===== src/rtl/core/history_ring_queue_unit_macros.svh =====
// Assertion macros used by the history ring queue sequencer.
`ifndef HISTORY_RING_QUEUE_UNIT_MACROS_SVH
`define HISTORY_RING_QUEUE_UNIT_MACROS_SVH
`ifndef SYNTHESIS
`define HRQ_ASSERT(label, ante, cons, msg) \
   label: assert property (@(posedge clock) disable iff (reset) (ante) |-> (cons)) \
      else $error(msg);
`define HRQ_ASSERT_NEXT(label, ante, cons, msg) \
   label: assert property (@(posedge clock) disable iff (reset) (ante) |=> (cons)) \
      else $error(msg);
`else
`define HRQ_ASSERT(label, ante, cons, msg)
`define HRQ_ASSERT_NEXT(label, ante, cons, msg)
`endif
`endif


===== src/rtl/core/hrq_pkg.sv =====
// Types and constants shared by the history ring queue modules.
package hrq_pkg;

   localparam int DEPTH_DEFAULT      = 16;
   localparam int ITEM_WIDTH_DEFAULT = 32;
   localparam int CSR_DATA_WIDTH     = 32;
   localparam int CSR_INDEX_WIDTH    = 1;
   localparam int QLEN_WIDTH         = 5;
   localparam int MASK_WIDTH         = 32;
   localparam int REQ_TYPE_WIDTH     = 3;
   localparam int POS_WIDTH          = 4;
   localparam int COUNT_WIDTH        = 4;

   localparam logic [QLEN_WIDTH-1:0] QLEN_RESET = QLEN_WIDTH'(16);

   typedef enum logic [REQ_TYPE_WIDTH-1:0] {
      OP_CLEAR       = 3'd0,
      OP_PUSH        = 3'd1,
      OP_POP         = 3'd2,
      OP_PEEK_OLDEST = 3'd3,
      OP_PEEK_OFFSET = 3'd4,
      OP_MOVE_TOP    = 3'd5,
      OP_FIND        = 3'd6
   } hrq_op_type;

   typedef enum logic [CSR_INDEX_WIDTH-1:0] {
      CSR_QUEUE_LENGTH = 1'b0,
      CSR_MATCH_MASK   = 1'b1
   } hrq_csr_type;

   typedef enum logic [1:0] {
      ST_IDLE,
      ST_SCAN,
      ST_SHIFT,
      ST_LOAD
   } hrq_state_type;

endpackage


===== src/rtl/core/hrq_if.sv =====
// Request and response channel interfaces of the history ring queue.
interface hrq_req_if import hrq_pkg::*; #(
   parameter int ITEM_WIDTH = ITEM_WIDTH_DEFAULT
) ();
   logic                      valid;
   logic                      ready;
   logic [REQ_TYPE_WIDTH-1:0] req_type;
   logic [ITEM_WIDTH-1:0]     item_in;
   logic [POS_WIDTH-1:0]      position;

   modport source (output valid, output req_type, output item_in, output position,
                   input ready);
   modport sink   (input valid, input req_type, input item_in, input position,
                   output ready);
endinterface

interface hrq_rsp_if import hrq_pkg::*; #(
   parameter int ITEM_WIDTH = ITEM_WIDTH_DEFAULT
) ();
   logic                   valid;
   logic                   ready;
   logic [ITEM_WIDTH-1:0]  item_out;
   logic [POS_WIDTH-1:0]   position_out;
   logic                   hit;
   logic [COUNT_WIDTH-1:0] count;

   modport source (output valid, output item_out, output position_out, output hit,
                   output count, input ready);
   modport sink   (input valid, input item_out, input position_out, input hit,
                   input count, output ready);
endinterface


===== src/rtl/core/hrq_cell.sv =====
// One storage cell of the entry chain, loading its neighbour's entry on a shift.
module hrq_cell import hrq_pkg::*; #(
   parameter int ITEM_WIDTH = ITEM_WIDTH_DEFAULT
) (
   input  logic                  clock,
   input  logic                  shift,
   input  logic [ITEM_WIDTH-1:0] data_in,
   output logic [ITEM_WIDTH-1:0] data_out
);

   logic [ITEM_WIDTH-1:0] entry_ff;
   logic [ITEM_WIDTH-1:0] entry_in;

   always_comb begin
      entry_in = shift ? data_in : entry_ff;
   end

   always_ff @(posedge clock) begin
      entry_ff <= entry_in;
   end

   assign data_out = entry_ff;

endmodule


===== src/rtl/core/hrq_ctrl.sv =====
// Sequencer of the history ring queue: request decode, chain passes and response register.
`include "history_ring_queue_unit_macros.svh"
module hrq_ctrl import hrq_pkg::*; #(
   parameter int DEPTH      = DEPTH_DEFAULT,
   parameter int ITEM_WIDTH = ITEM_WIDTH_DEFAULT
) (
   input  logic                       clock,
   input  logic                       reset,
   input  logic                       csr_we,
   input  logic [CSR_INDEX_WIDTH-1:0] csr_index,
   input  logic [CSR_DATA_WIDTH-1:0]  csr_wdata,
   hrq_req_if.sink                    req,
   hrq_rsp_if.source                  rsp,
   input  logic [ITEM_WIDTH-1:0]      head,
   output logic [ITEM_WIDTH-1:0]      tail,
   output logic                       shift
);

   localparam int CW = $clog2(DEPTH);
   localparam logic [CW-1:0] LAST = CW'(DEPTH - 1);

   // Capacity is one less than the clamped ring length.
   function automatic logic [CW-1:0] capacity(input logic [QLEN_WIDTH-1:0] qlen);
      logic [CW-1:0] cap;
      if (qlen < QLEN_WIDTH'(2)) begin
         cap = CW'(1);
      end else if (32'(qlen) > 32'(DEPTH)) begin
         cap = LAST;
      end else begin
         cap = CW'(qlen - QLEN_WIDTH'(1));
      end
      return cap;
   endfunction

   hrq_state_type state_ff, state_in;
   hrq_op_type    op_ff, op_in;
   logic [CW-1:0] step_ff, step_in;
   logic [CW-1:0] target_ff, target_in;
   logic [CW-1:0] limit_ff, limit_in;
   logic [CW-1:0] count_ff, count_in;
   logic [CW-1:0] cap_ff, cap_in;
   logic [CW-1:0] pos_ff, pos_in;
   logic          hit_ff, hit_in;
   logic [MASK_WIDTH-1:0] mask_ff, mask_in;
   logic [ITEM_WIDTH-1:0] entry_ff, entry_in;
   logic [ITEM_WIDTH-1:0] delay_ff, delay_in;

   logic                   rsp_valid_ff, rsp_valid_in;
   logic [ITEM_WIDTH-1:0]  rsp_item_ff, rsp_item_in;
   logic [POS_WIDTH-1:0]   rsp_pos_ff, rsp_pos_in;
   logic                   rsp_hit_ff, rsp_hit_in;
   logic [COUNT_WIDTH-1:0] rsp_count_ff, rsp_count_in;

   hrq_op_type            req_op;
   logic                  accept;
   logic                  pos_ok;
   logic                  req_hit;
   logic [CW-1:0]         req_target;
   logic                  last_step;
   logic                  rsp_load;
   logic [ITEM_WIDTH-1:0] mask_ext;
   logic                  key_match;

   assign req_op    = hrq_op_type'(req.req_type);
   assign accept    = req.valid && req.ready;
   assign pos_ok    = 32'(req.position) < 32'(count_ff);
   assign last_step = step_ff == LAST;
   assign mask_ext  = ITEM_WIDTH'(mask_ff);
   assign key_match = ((head ^ entry_ff) & mask_ext) == '0;

   // Decode of the incoming word: whether it addresses a held entry, and which step.
   always_comb begin
      req_hit    = 1'b0;
      req_target = '0;
      case (req_op)
         OP_POP, OP_PEEK_OLDEST: begin
            req_hit    = count_ff != '0;
            req_target = CW'(count_ff - 1'b1);
         end
         OP_PEEK_OFFSET: begin
            req_hit    = pos_ok;
            req_target = CW'(req.position);
         end
         OP_MOVE_TOP: begin
            req_hit    = pos_ok && (req.position != '0);
            req_target = CW'(req.position);
         end
         OP_PUSH: begin
            req_target = LAST;
         end
         default: begin
            req_hit = 1'b0;
         end
      endcase
   end

   always_comb begin
      state_in = state_ff;
      case (state_ff)
         ST_IDLE: begin
            if (accept) begin
               case (req_op)
                  OP_PUSH: begin
                     state_in = ST_SHIFT;
                  end
                  OP_FIND: begin
                     state_in = (count_ff != '0) ? ST_SCAN : ST_LOAD;
                  end
                  default: begin
                     state_in = req_hit ? ST_SCAN : ST_LOAD;
                  end
               endcase
            end
         end
         ST_SCAN: begin
            if (last_step) begin
               state_in = (op_ff == OP_MOVE_TOP) ? ST_SHIFT : ST_LOAD;
            end
         end
         ST_SHIFT: begin
            if (last_step) begin
               state_in = ST_LOAD;
            end
         end
         ST_LOAD: begin
            if (!rsp_valid_ff || rsp.ready) begin
               state_in = ST_IDLE;
            end
         end
         default: begin
            state_in = ST_IDLE;
         end
      endcase
   end

   // A scan only rotates the chain; a shift pass inserts the held entry at the
   // newest place and moves the entries up to the target step back by one.
   always_comb begin
      req.ready = 1'b0;
      shift     = 1'b0;
      tail      = head;
      rsp_load  = 1'b0;
      case (state_ff)
         ST_IDLE: begin
            req.ready = 1'b1;
         end
         ST_SCAN: begin
            shift = 1'b1;
         end
         ST_SHIFT: begin
            shift = 1'b1;
            if (step_ff == '0) begin
               tail = entry_ff;
            end else if (step_ff <= target_ff) begin
               tail = delay_ff;
            end
         end
         ST_LOAD: begin
            rsp_load = !rsp_valid_ff || rsp.ready;
         end
         default: begin
            req.ready = 1'b0;
         end
      endcase
   end

   always_comb begin
      op_in        = op_ff;
      step_in      = step_ff;
      target_in    = target_ff;
      limit_in     = limit_ff;
      count_in     = count_ff;
      cap_in       = cap_ff;
      pos_in       = pos_ff;
      hit_in       = hit_ff;
      mask_in      = mask_ff;
      entry_in     = entry_ff;
      delay_in     = delay_ff;
      rsp_valid_in = rsp_valid_ff;
      rsp_item_in  = rsp_item_ff;
      rsp_pos_in   = rsp_pos_ff;
      rsp_hit_in   = rsp_hit_ff;
      rsp_count_in = rsp_count_ff;

      if (accept) begin
         op_in     = req_op;
         entry_in  = req.item_in;
         hit_in    = req_hit;
         target_in = req_target;
         limit_in  = count_ff;
         pos_in    = '0;
         step_in   = '0;
         case (req_op)
            OP_CLEAR: begin
               count_in = '0;
            end
            OP_PUSH: begin
               if (count_ff < cap_ff) begin
                  count_in = CW'(count_ff + 1'b1);
               end
            end
            OP_POP: begin
               if (count_ff != '0) begin
                  count_in = CW'(count_ff - 1'b1);
               end
            end
            default: begin
               count_in = count_ff;
            end
         endcase
      end

      if (state_ff == ST_SCAN) begin
         step_in = last_step ? '0 : CW'(step_ff + 1'b1);
         if (op_ff == OP_FIND) begin
            if (!hit_ff && (step_ff < limit_ff) && key_match) begin
               hit_in = 1'b1;
               pos_in = step_ff;
            end
         end else if (step_ff == target_ff) begin
            entry_in = head;
         end
      end

      if (state_ff == ST_SHIFT) begin
         step_in  = last_step ? '0 : CW'(step_ff + 1'b1);
         delay_in = head;
      end

      if (rsp_load) begin
         rsp_valid_in = 1'b1;
         rsp_item_in  = (hit_ff && (op_ff != OP_FIND)) ? entry_ff : '0;
         rsp_pos_in   = POS_WIDTH'(pos_ff);
         rsp_hit_in   = hit_ff;
         rsp_count_in = COUNT_WIDTH'(count_ff);
      end else if (rsp_valid_ff && rsp.ready) begin
         rsp_valid_in = 1'b0;
      end

      // Rewriting the length empties the queue; entries stay in the chain.
      if (csr_we) begin
         case (hrq_csr_type'(csr_index))
            CSR_QUEUE_LENGTH: begin
               cap_in   = capacity(csr_wdata[QLEN_WIDTH-1:0]);
               count_in = '0;
            end
            CSR_MATCH_MASK: begin
               mask_in = csr_wdata[MASK_WIDTH-1:0];
            end
            default: begin
               mask_in = mask_ff;
            end
         endcase
      end
   end

   always_ff @(posedge clock) begin
      if (reset) begin
         state_ff     <= ST_IDLE;
         op_ff        <= OP_CLEAR;
         step_ff      <= '0;
         target_ff    <= '0;
         limit_ff     <= '0;
         count_ff     <= '0;
         cap_ff       <= capacity(QLEN_RESET);
         pos_ff       <= '0;
         hit_ff       <= 1'b0;
         mask_ff      <= '1;
         rsp_valid_ff <= 1'b0;
      end else begin
         state_ff     <= state_in;
         op_ff        <= op_in;
         step_ff      <= step_in;
         target_ff    <= target_in;
         limit_ff     <= limit_in;
         count_ff     <= count_in;
         cap_ff       <= cap_in;
         pos_ff       <= pos_in;
         hit_ff       <= hit_in;
         mask_ff      <= mask_in;
         rsp_valid_ff <= rsp_valid_in;
      end
   end

   always_ff @(posedge clock) begin
      entry_ff     <= entry_in;
      delay_ff     <= delay_in;
      rsp_item_ff  <= rsp_item_in;
      rsp_pos_ff   <= rsp_pos_in;
      rsp_hit_ff   <= rsp_hit_in;
      rsp_count_ff <= rsp_count_in;
   end

   assign rsp.valid        = rsp_valid_ff;
   assign rsp.item_out     = rsp_item_ff;
   assign rsp.position_out = rsp_pos_ff;
   assign rsp.hit          = rsp_hit_ff;
   assign rsp.count        = rsp_count_ff;

   `HRQ_ASSERT(count_within_capacity, 1'b1, count_ff <= cap_ff, "count exceeds capacity")
   `HRQ_ASSERT(idle_step_cleared, state_ff == ST_IDLE, step_ff == '0, "step not cleared in idle")
   `HRQ_ASSERT_NEXT(shift_pass_ends, (state_ff == ST_SHIFT) && last_step,
                    state_ff == ST_LOAD, "shift pass did not end")
   `HRQ_ASSERT(find_within_held, (op_ff == OP_FIND) && hit_ff,
               pos_ff < limit_ff, "find hit beyond held items")

endmodule


===== src/rtl/core/history_ring_queue_unit.sv =====
// Top level of the history ring queue: the entry chain and its sequencer.
//
//   channel   direction  handshake       payload
//   req_port  in         valid / ready   req_type, item_in, position
//   rsp_port  out        valid / ready   item_out, position_out, hit, count
//   csr_*     in         csr_we          csr_index, csr_wdata
//
// Entries sit in a chain of DEPTH cells, newest first, and every pass rotates the whole chain
// once, one cell a cycle. A push, pop, peek or find makes one pass, then loads the response;
// a move to the top makes two passes, a scan and a shift, before the load; a clear, an unused
// code or a request that misses the held items goes straight to the load step. A word is
// accepted only when the sequencer is idle. Reset empties the queue, sets the length to 16 and
// the match mask to all ones, and leaves the cell contents as they were. A stalled response
// holds in its register while the next word is processed, which then waits in its load step.
module history_ring_queue_unit import hrq_pkg::*; #(
   parameter int DEPTH      = DEPTH_DEFAULT,
   parameter int ITEM_WIDTH = ITEM_WIDTH_DEFAULT
) (
   input  logic                       clock,
   input  logic                       reset,
   hrq_req_if.sink                    req_port,
   hrq_rsp_if.source                  rsp_port,
   input  logic                       csr_we,
   input  logic [CSR_INDEX_WIDTH-1:0] csr_index,
   input  logic [CSR_DATA_WIDTH-1:0]  csr_wdata
);

   logic [ITEM_WIDTH-1:0] cell_data [DEPTH];
   logic [ITEM_WIDTH-1:0] tail;
   logic                  shift;

   for (genvar k = 0; k < DEPTH; k++) begin : g_cell
      logic [ITEM_WIDTH-1:0] cell_in;
      if (k == DEPTH - 1) begin : g_last
         assign cell_in = tail;
      end else begin : g_mid
         assign cell_in = cell_data[k + 1];
      end
      hrq_cell #(
         .ITEM_WIDTH (ITEM_WIDTH)
      ) u_cell (
         .clock    (clock),
         .shift    (shift),
         .data_in  (cell_in),
         .data_out (cell_data[k])
      );
   end

   hrq_ctrl #(
      .DEPTH      (DEPTH),
      .ITEM_WIDTH (ITEM_WIDTH)
   ) u_ctrl (
      .clock     (clock),
      .reset     (reset),
      .csr_we    (csr_we),
      .csr_index (csr_index),
      .csr_wdata (csr_wdata),
      .req       (req_port),
      .rsp       (rsp_port),
      .head      (cell_data[0]),
      .tail      (tail),
      .shift     (shift)
   );

endmodule

===== src/flat_wrapper.sv =====
// flat-port wrapper written by rule: the top's interface ports become plain ports
module history_ring_queue_unit_flat import hrq_pkg::*;
#(
   parameter int DEPTH      = DEPTH_DEFAULT,
   parameter int ITEM_WIDTH = ITEM_WIDTH_DEFAULT
)
  (clock, reset, csr_we, csr_index, csr_wdata, req_port_valid, req_port_req_type, req_port_item_in, req_port_position, req_port_ready, rsp_port_valid, rsp_port_item_out, rsp_port_position_out, rsp_port_hit, rsp_port_count, rsp_port_ready);
  hrq_req_if #(.ITEM_WIDTH(ITEM_WIDTH)) req_port_i ();
  hrq_rsp_if #(.ITEM_WIDTH(ITEM_WIDTH)) rsp_port_i ();
  input  logic clock;
  input  logic reset;
  input  logic csr_we;
  input  logic [CSR_INDEX_WIDTH-1:0] csr_index;
  input  logic [CSR_DATA_WIDTH-1:0] csr_wdata;
  input wire logic [$bits(req_port_i.valid)-1:0] req_port_valid;
  input wire logic [$bits(req_port_i.req_type)-1:0] req_port_req_type;
  input wire logic [$bits(req_port_i.item_in)-1:0] req_port_item_in;
  input wire logic [$bits(req_port_i.position)-1:0] req_port_position;
  output wire logic [$bits(req_port_i.ready)-1:0] req_port_ready;
  output wire logic [$bits(rsp_port_i.valid)-1:0] rsp_port_valid;
  output wire logic [$bits(rsp_port_i.item_out)-1:0] rsp_port_item_out;
  output wire logic [$bits(rsp_port_i.position_out)-1:0] rsp_port_position_out;
  output wire logic [$bits(rsp_port_i.hit)-1:0] rsp_port_hit;
  output wire logic [$bits(rsp_port_i.count)-1:0] rsp_port_count;
  input wire logic [$bits(rsp_port_i.ready)-1:0] rsp_port_ready;
  assign req_port_i.valid = req_port_valid;
  assign req_port_i.req_type = req_port_req_type;
  assign req_port_i.item_in = req_port_item_in;
  assign req_port_i.position = req_port_position;
  assign req_port_ready = req_port_i.ready;
  assign rsp_port_valid = rsp_port_i.valid;
  assign rsp_port_item_out = rsp_port_i.item_out;
  assign rsp_port_position_out = rsp_port_i.position_out;
  assign rsp_port_hit = rsp_port_i.hit;
  assign rsp_port_count = rsp_port_i.count;
  assign rsp_port_i.ready = rsp_port_ready;
  history_ring_queue_unit #(.DEPTH(DEPTH), .ITEM_WIDTH(ITEM_WIDTH)) u_core (.clock(clock), .reset(reset), .req_port(req_port_i), .rsp_port(rsp_port_i), .csr_we(csr_we), .csr_index(csr_index), .csr_wdata(csr_wdata));
endmodule

===== config.mk =====
export PLATFORM = sky130hd
export DESIGN_NAME = history_ring_queue_unit_flat
export DESIGN_NICKNAME = d
export VERILOG_FILES = /design/src/rtl/core/hrq_pkg.sv /design/src/rtl/core/hrq_if.sv /design/src/rtl/core/hrq_cell.sv /design/src/rtl/core/hrq_ctrl.sv /design/src/rtl/core/history_ring_queue_unit.sv /design/src/flat_wrapper.sv
export VERILOG_INCLUDE_DIRS = /design/src /design/src/rtl/core
export SDC_FILE = /design/constraint.sdc
export NUM_CORES = 1
export LEC_CHECK = 0
export BUFFER_PORTS_ARGS = -buffer_cell sky130_fd_sc_hd__buf_2
export CORE_MARGIN = 1.5
export CORE_UTILIZATION = 42
export DETAILED_ROUTE_END_ITERATION = 16
export PLACE_DENSITY_LB_ADDON = 0.08
export SYNTH_ARGS = -nofsm -noshare
export SYNTH_HDL_FRONTEND = slang
export SYNTH_SLANG_ARGS = --single-unit

===== constraint.sdc =====
create_clock -name clock -period 11.3 [get_ports clock]
set_input_delay 2.26 -clock clock [delete_from_list [all_inputs] [get_ports clock]]
set_output_delay 2.26 -clock clock [all_outputs]
set_load 0.01 [all_outputs]

==> results.md <==
Status:
- The run finished with clean final reports.

Worst setup path:
- The kind of start point of the critical path is a flop.
- Along the worst path, the maximum fanout reaches 7.
- The required time reported for the critical path endpoint is 9.04 ns.
- The critical path in this run is classified as reg -> out.
- Traced cell by cell, the critical path runs through inv_1 > ha_4 > buf_2.
- The path depth of the worst reg2reg path is 4.
- The cell type of the slowest stage on the worst timing path is dfxtp_1.
- STA classifies the critical path endpoint as an output pin.
- On the worst path, the slowest cell contributes a delay of 0.39 ns.
- The worst path arrival time is approximately 1.4 ns.

STA:
- Counting I/O delays and the setup requirement, the final critical path takes approximately 3.7 ns.
- The number of hold violations in the final report is 0.
- At the pin with the least slew margin, the transition time is approximately 1.2 ns.
- Setup repair after global routing left no endpoint under its margin.
- Across the routed clock network, the largest skew measured is approximately 0.025 ns.
- The number of pins with negative max-slew slack in the final report came to 0.
- The maximum frequency from static timing analysis is around 270 MHz.
- The final clock period utilization by the worst path is 0.3260.
- The post-route worst setup slack is ~7.6 ns.
- The final setup violation count is 0.
- The worst slew margin relative to its limit is 0.1777.
- The smallest hold slack is between 0.4 and 0.5 ns.
- Summed over all failing endpoints, the final setup total negative slack is 0 ns.

Cells and area:
- The filler cell count in the final layout is ~4600.
- The layout overhead on the synthesized area is 16.51%.
- The final core utilization is 0.4940.
- The fraction of layout cells with a size suffix above 1 is 0.1639.
- At the end of the flow, the number of nets in the layout was around 1600.

Routing:
- The wire length on met1 is ~22000 um.
- The count of vias placed by the detailed router is approximately 12000.
- In this run the remaining antenna-violating nets after routing total 0.
- The total length of routed wires is between 40000 and 50000 um.
- In the routed layout, each cell is associated on average with a via count of ~5.1.
- Dividing the detail-routed wire length by the instance count gives slightly below 20 um.
- Before antenna repair, the detailed router went through 5 iterations.
- The number of remaining DRC errors is 0.
- The highest routed metal layer is met5.
- The met3 wirelength from detailed routing is ~2400 um.
- The iteration-0 DRC count of the detailed router is 1020.
- The routed design uses around 20000 um of met2 wire.

Floorplanning:
- The die covers 0.05694 sq mm.
- The site row count is 86.
- The die is around 240 um tall.
- The die width is 238.6 um.
- After floorplanning, the core was sized to cover 0.05499 sq mm.
- 120 I/O pins were placed.
- For this configuration, the core starts out at a cell density of 0.4240.

Synth:
- The commonest cells after synthesis are 585 x edfxtp_1, 103 x nand2_1, 95 x dfxtp_1.
- The parity-gate share of the synthesized area counting xor and xnor cells is 0.01315.
- The fraction of post-synthesis cell area in the top cell type by area is 0.7534.
- The mean instance size in the synthesized netlist is ~17 sq um.
- The net count after synthesis is roughly 1400.
- The post-synthesis share of cell area spent on full adders, half adders and majority gates is 0.01181.
- Yosys mapped a number of flops with a built-in enable equal to 585.
- Of all flip-flops after synthesis, the portion carrying an async set or reset was 0.
- Of the total synthesized cell area, the portion taken by AND, OR, NAND and NOR gates is 0.06118.
- The post-synthesis compound-gate area fraction is 0.06418.
- The predominant post-synthesis flop cell is edfxtp_1.
- By area the synthesized netlist is led by edfxtp_1 75%, dfxtp_1 8.2%, nand2_1 1.7%.
- For this run, the register share of the synthesized area comes to 0.8350.
- In this run, synthesis produced a sequential element count of ~700.
- The Yosys warning count is 0.
- The post-synthesis instance area is roughly 0.023 sq mm.
- Summed over all instances, the cell type with the most area after synthesis is edfxtp_1.
- The number of distinct library cells after synthesis is between 50 and 60.
- After synthesis, the largest family of logic cells by area is compound AO/OA/AOI/OAI gates.
- The most frequent cell after synthesis is edfxtp_1.
- The post-synthesis cell count is 1343.
- The multiplexer share of the synthesized area is 0.0008586.

Global routing:
- The first-pass GRT wire length is approximately 69000 um.
- In the global route stage, overall resource usage came out at 0.1615.
- The number of antenna violations at the first check in global routing is 7.
- The aggregate global routing overflow is 0.
- The via count of the first global-routing pass is roughly 11000.
- The pin count of the biggest net entering global routing is approximately 200.

Flow run:
- The number of maximum-capacitance violations is 0.

Clock network:
- The TritonCTS clock tree is done.
- The number of sinks driven by the clock tree is roughly 700.
- In this run, CTS created clock tree buffers numbering 72.
- The post-CTS setup buffer count is 0.
- The number of hold buffers added after cts is 0.
- The insertion delay of the later-clocked pin in the worst-skew pair is ~0.60 ns.
- The largest buffer count on any clock path is 3.
- Post-CTS repair changed the size of 0 cells.
- The H-tree depth reported by CTS is 3.
- The root buffer cell is clkbuf_16.
- Clock-pin slew was measured on the worst setup and hold paths at ~0.060 ns.

Pwr:
- IR analysis of the VDD net gives a maximum drop of around 0.42 mV.
- Power comes to ~8.7 mW.
- Summed over all cells, the static leakage comes to between 9 and 10 nW.
- In this run the power density over the cells is 318.8 mW/mm^2.

Place:
- The number of input and output port buffers inserted is 119.
- Prior to clock tree synthesis, the placed netlist has a worst setup slack of about 7 ns.
- The sum of net half-perimeters after detailed placement is ~27000 um.
- Routability-driven placement finished with a final weighted congestion of between 0.8 and 0.9.

Min path:
- The depth of the worst hold-timing path is 0.
- The worst hold-check path type is reg -> reg.
[flip-flops by register name, indices dropped and copies added (netlist names), 4 cells and up]
signal / count
u_core.u_ctrl.limit_ff: 4
u_core.u_ctrl.rsp.count: 4
u_core.u_ctrl.step_ff: 4
u_core.u_ctrl.target_ff: 4
u_core.u_ctrl.rsp.item_out: 32
u_core.u_ctrl.pos_ff: 4
u_core.g_cell.u_cell.data_out: 512
u_core.u_ctrl.delay_ff: 32
u_core.u_ctrl.mask_ext: 32
u_core.u_ctrl.cap_ff: 4
u_core.u_ctrl.rsp.position_out: 4
u_core.u_ctrl.count_ff: 4
u_core.u_ctrl.entry_ff: 32
[where the power goes]
part / internal (mW) / total (mW) / switching [mW] / leakage, nW
clock: 1.45 / 2.38 / 0.935 / 1.18
combinational: 0.340 / 1.38 / 1.04 / 2.20
sequential: 4.48 / 4.90 / 0.423 / 6.32
total: 6.27 / 8.66 / 2.39 / 9.70
[cells by family after synthesis]
kind of cell,count (synthesis)
flip-flops,680
AND/OR/NAND/NOR,300
AO/OA/AOI/OAI,224
buffers and inverters,80
XOR/XNOR,35
adder cells (fa/ha/maj),22
multiplexers,2
[final timing paths]
check / from / end / slack, ns
min: u_core.g_cell[2].u_cell.data_out[9] / u_core.g_cell[1].u_cell.data_out[9] / 0.41
max: u_core.u_ctrl.state_ff[0] / req_port_ready / 7.62
min reg2reg: u_core.g_cell[2].u_cell.data_out[9] / u_core.g_cell[1].u_cell.data_out[9] / 0.41
max reg2reg: u_core.u_ctrl.state_ff[0] / u_core.g_cell[7].u_cell.data_out[10] / 7.74
[metal layers]
metal / vias up / track usage
li1: 5431 / -
met1: 5842 / 0.2418
met2: 300 / 0.2305
met3: 78 / 0.03406
met4: 2 / 0.06272
met5: - / 0
[cell type report]
| cell class | instances | area (sq um) | share of cell area |
|---|---|---|---|
| clock buffer | 100 | 2042 | 0.07517 |
| antenna | 2 | 5.005 | 0.0001842 |
| multi-input combinational | 583 | 3551 | 0.1307 |
| clock inverter | 33 | 369.1 | 0.01359 |
| tap | 748 | 935.9 | 0.03445 |
| inverter | 24 | 90.09 | 0.003316 |
| sequential | 680 | 19470 | 0.7167 |
| timing repair buffer | 130 | 703.2 | 0.02589 |
[layout by cell type (no fill, tap or decap), types with 3 or more instances in the layout]
master     netlist  layout
nor3b_1          3       3
a211oi_1         6       6
nand4_1          3       3
inv_1           23      23
buf_4            0       9
clkbuf_8         0       5
dfxtp_1         95      95
a211o_1         34      34
a31oi_1         33      33
clkbuf_16        0      76
clkbuf_1        48      19
a22oi_2          5       5
a21oi_1         65      65
a21o_1           4       4
a22oi_1         11      11
clkinv_1         0      11
ha_1            22      20
and3_1          60      60
nor2_1          91      91
buf_2            2     119
edfxtp_1       585     585
bufinv_16        0       8
o22ai_1         35      35
xor2_1          33      33
nor3_1           6       6
nand2b_1         5       5
o211ai_1         5       5
nand2_1        103     102
nand3_1         11      11
clkinv_2         0      11
o21ai_0         13      13
[stage by stage]
stage          area, sq um  std cells
2_1_floorplan        23320       1343
3_3_place_gp         24750       2165
3_5_place_dp         24750       2165
4_1_cts              27160       2298
5_1_grt              27160       2300
6_report             27160       2300
[worst max-delay path: cells and delay by family (launching register included)]
family,cells,cell delay [ns]
fa+ha+maj,1,0.20
flops,1,0.39
buf+inv,2,0.25
(Power assumes the default switching activity.)
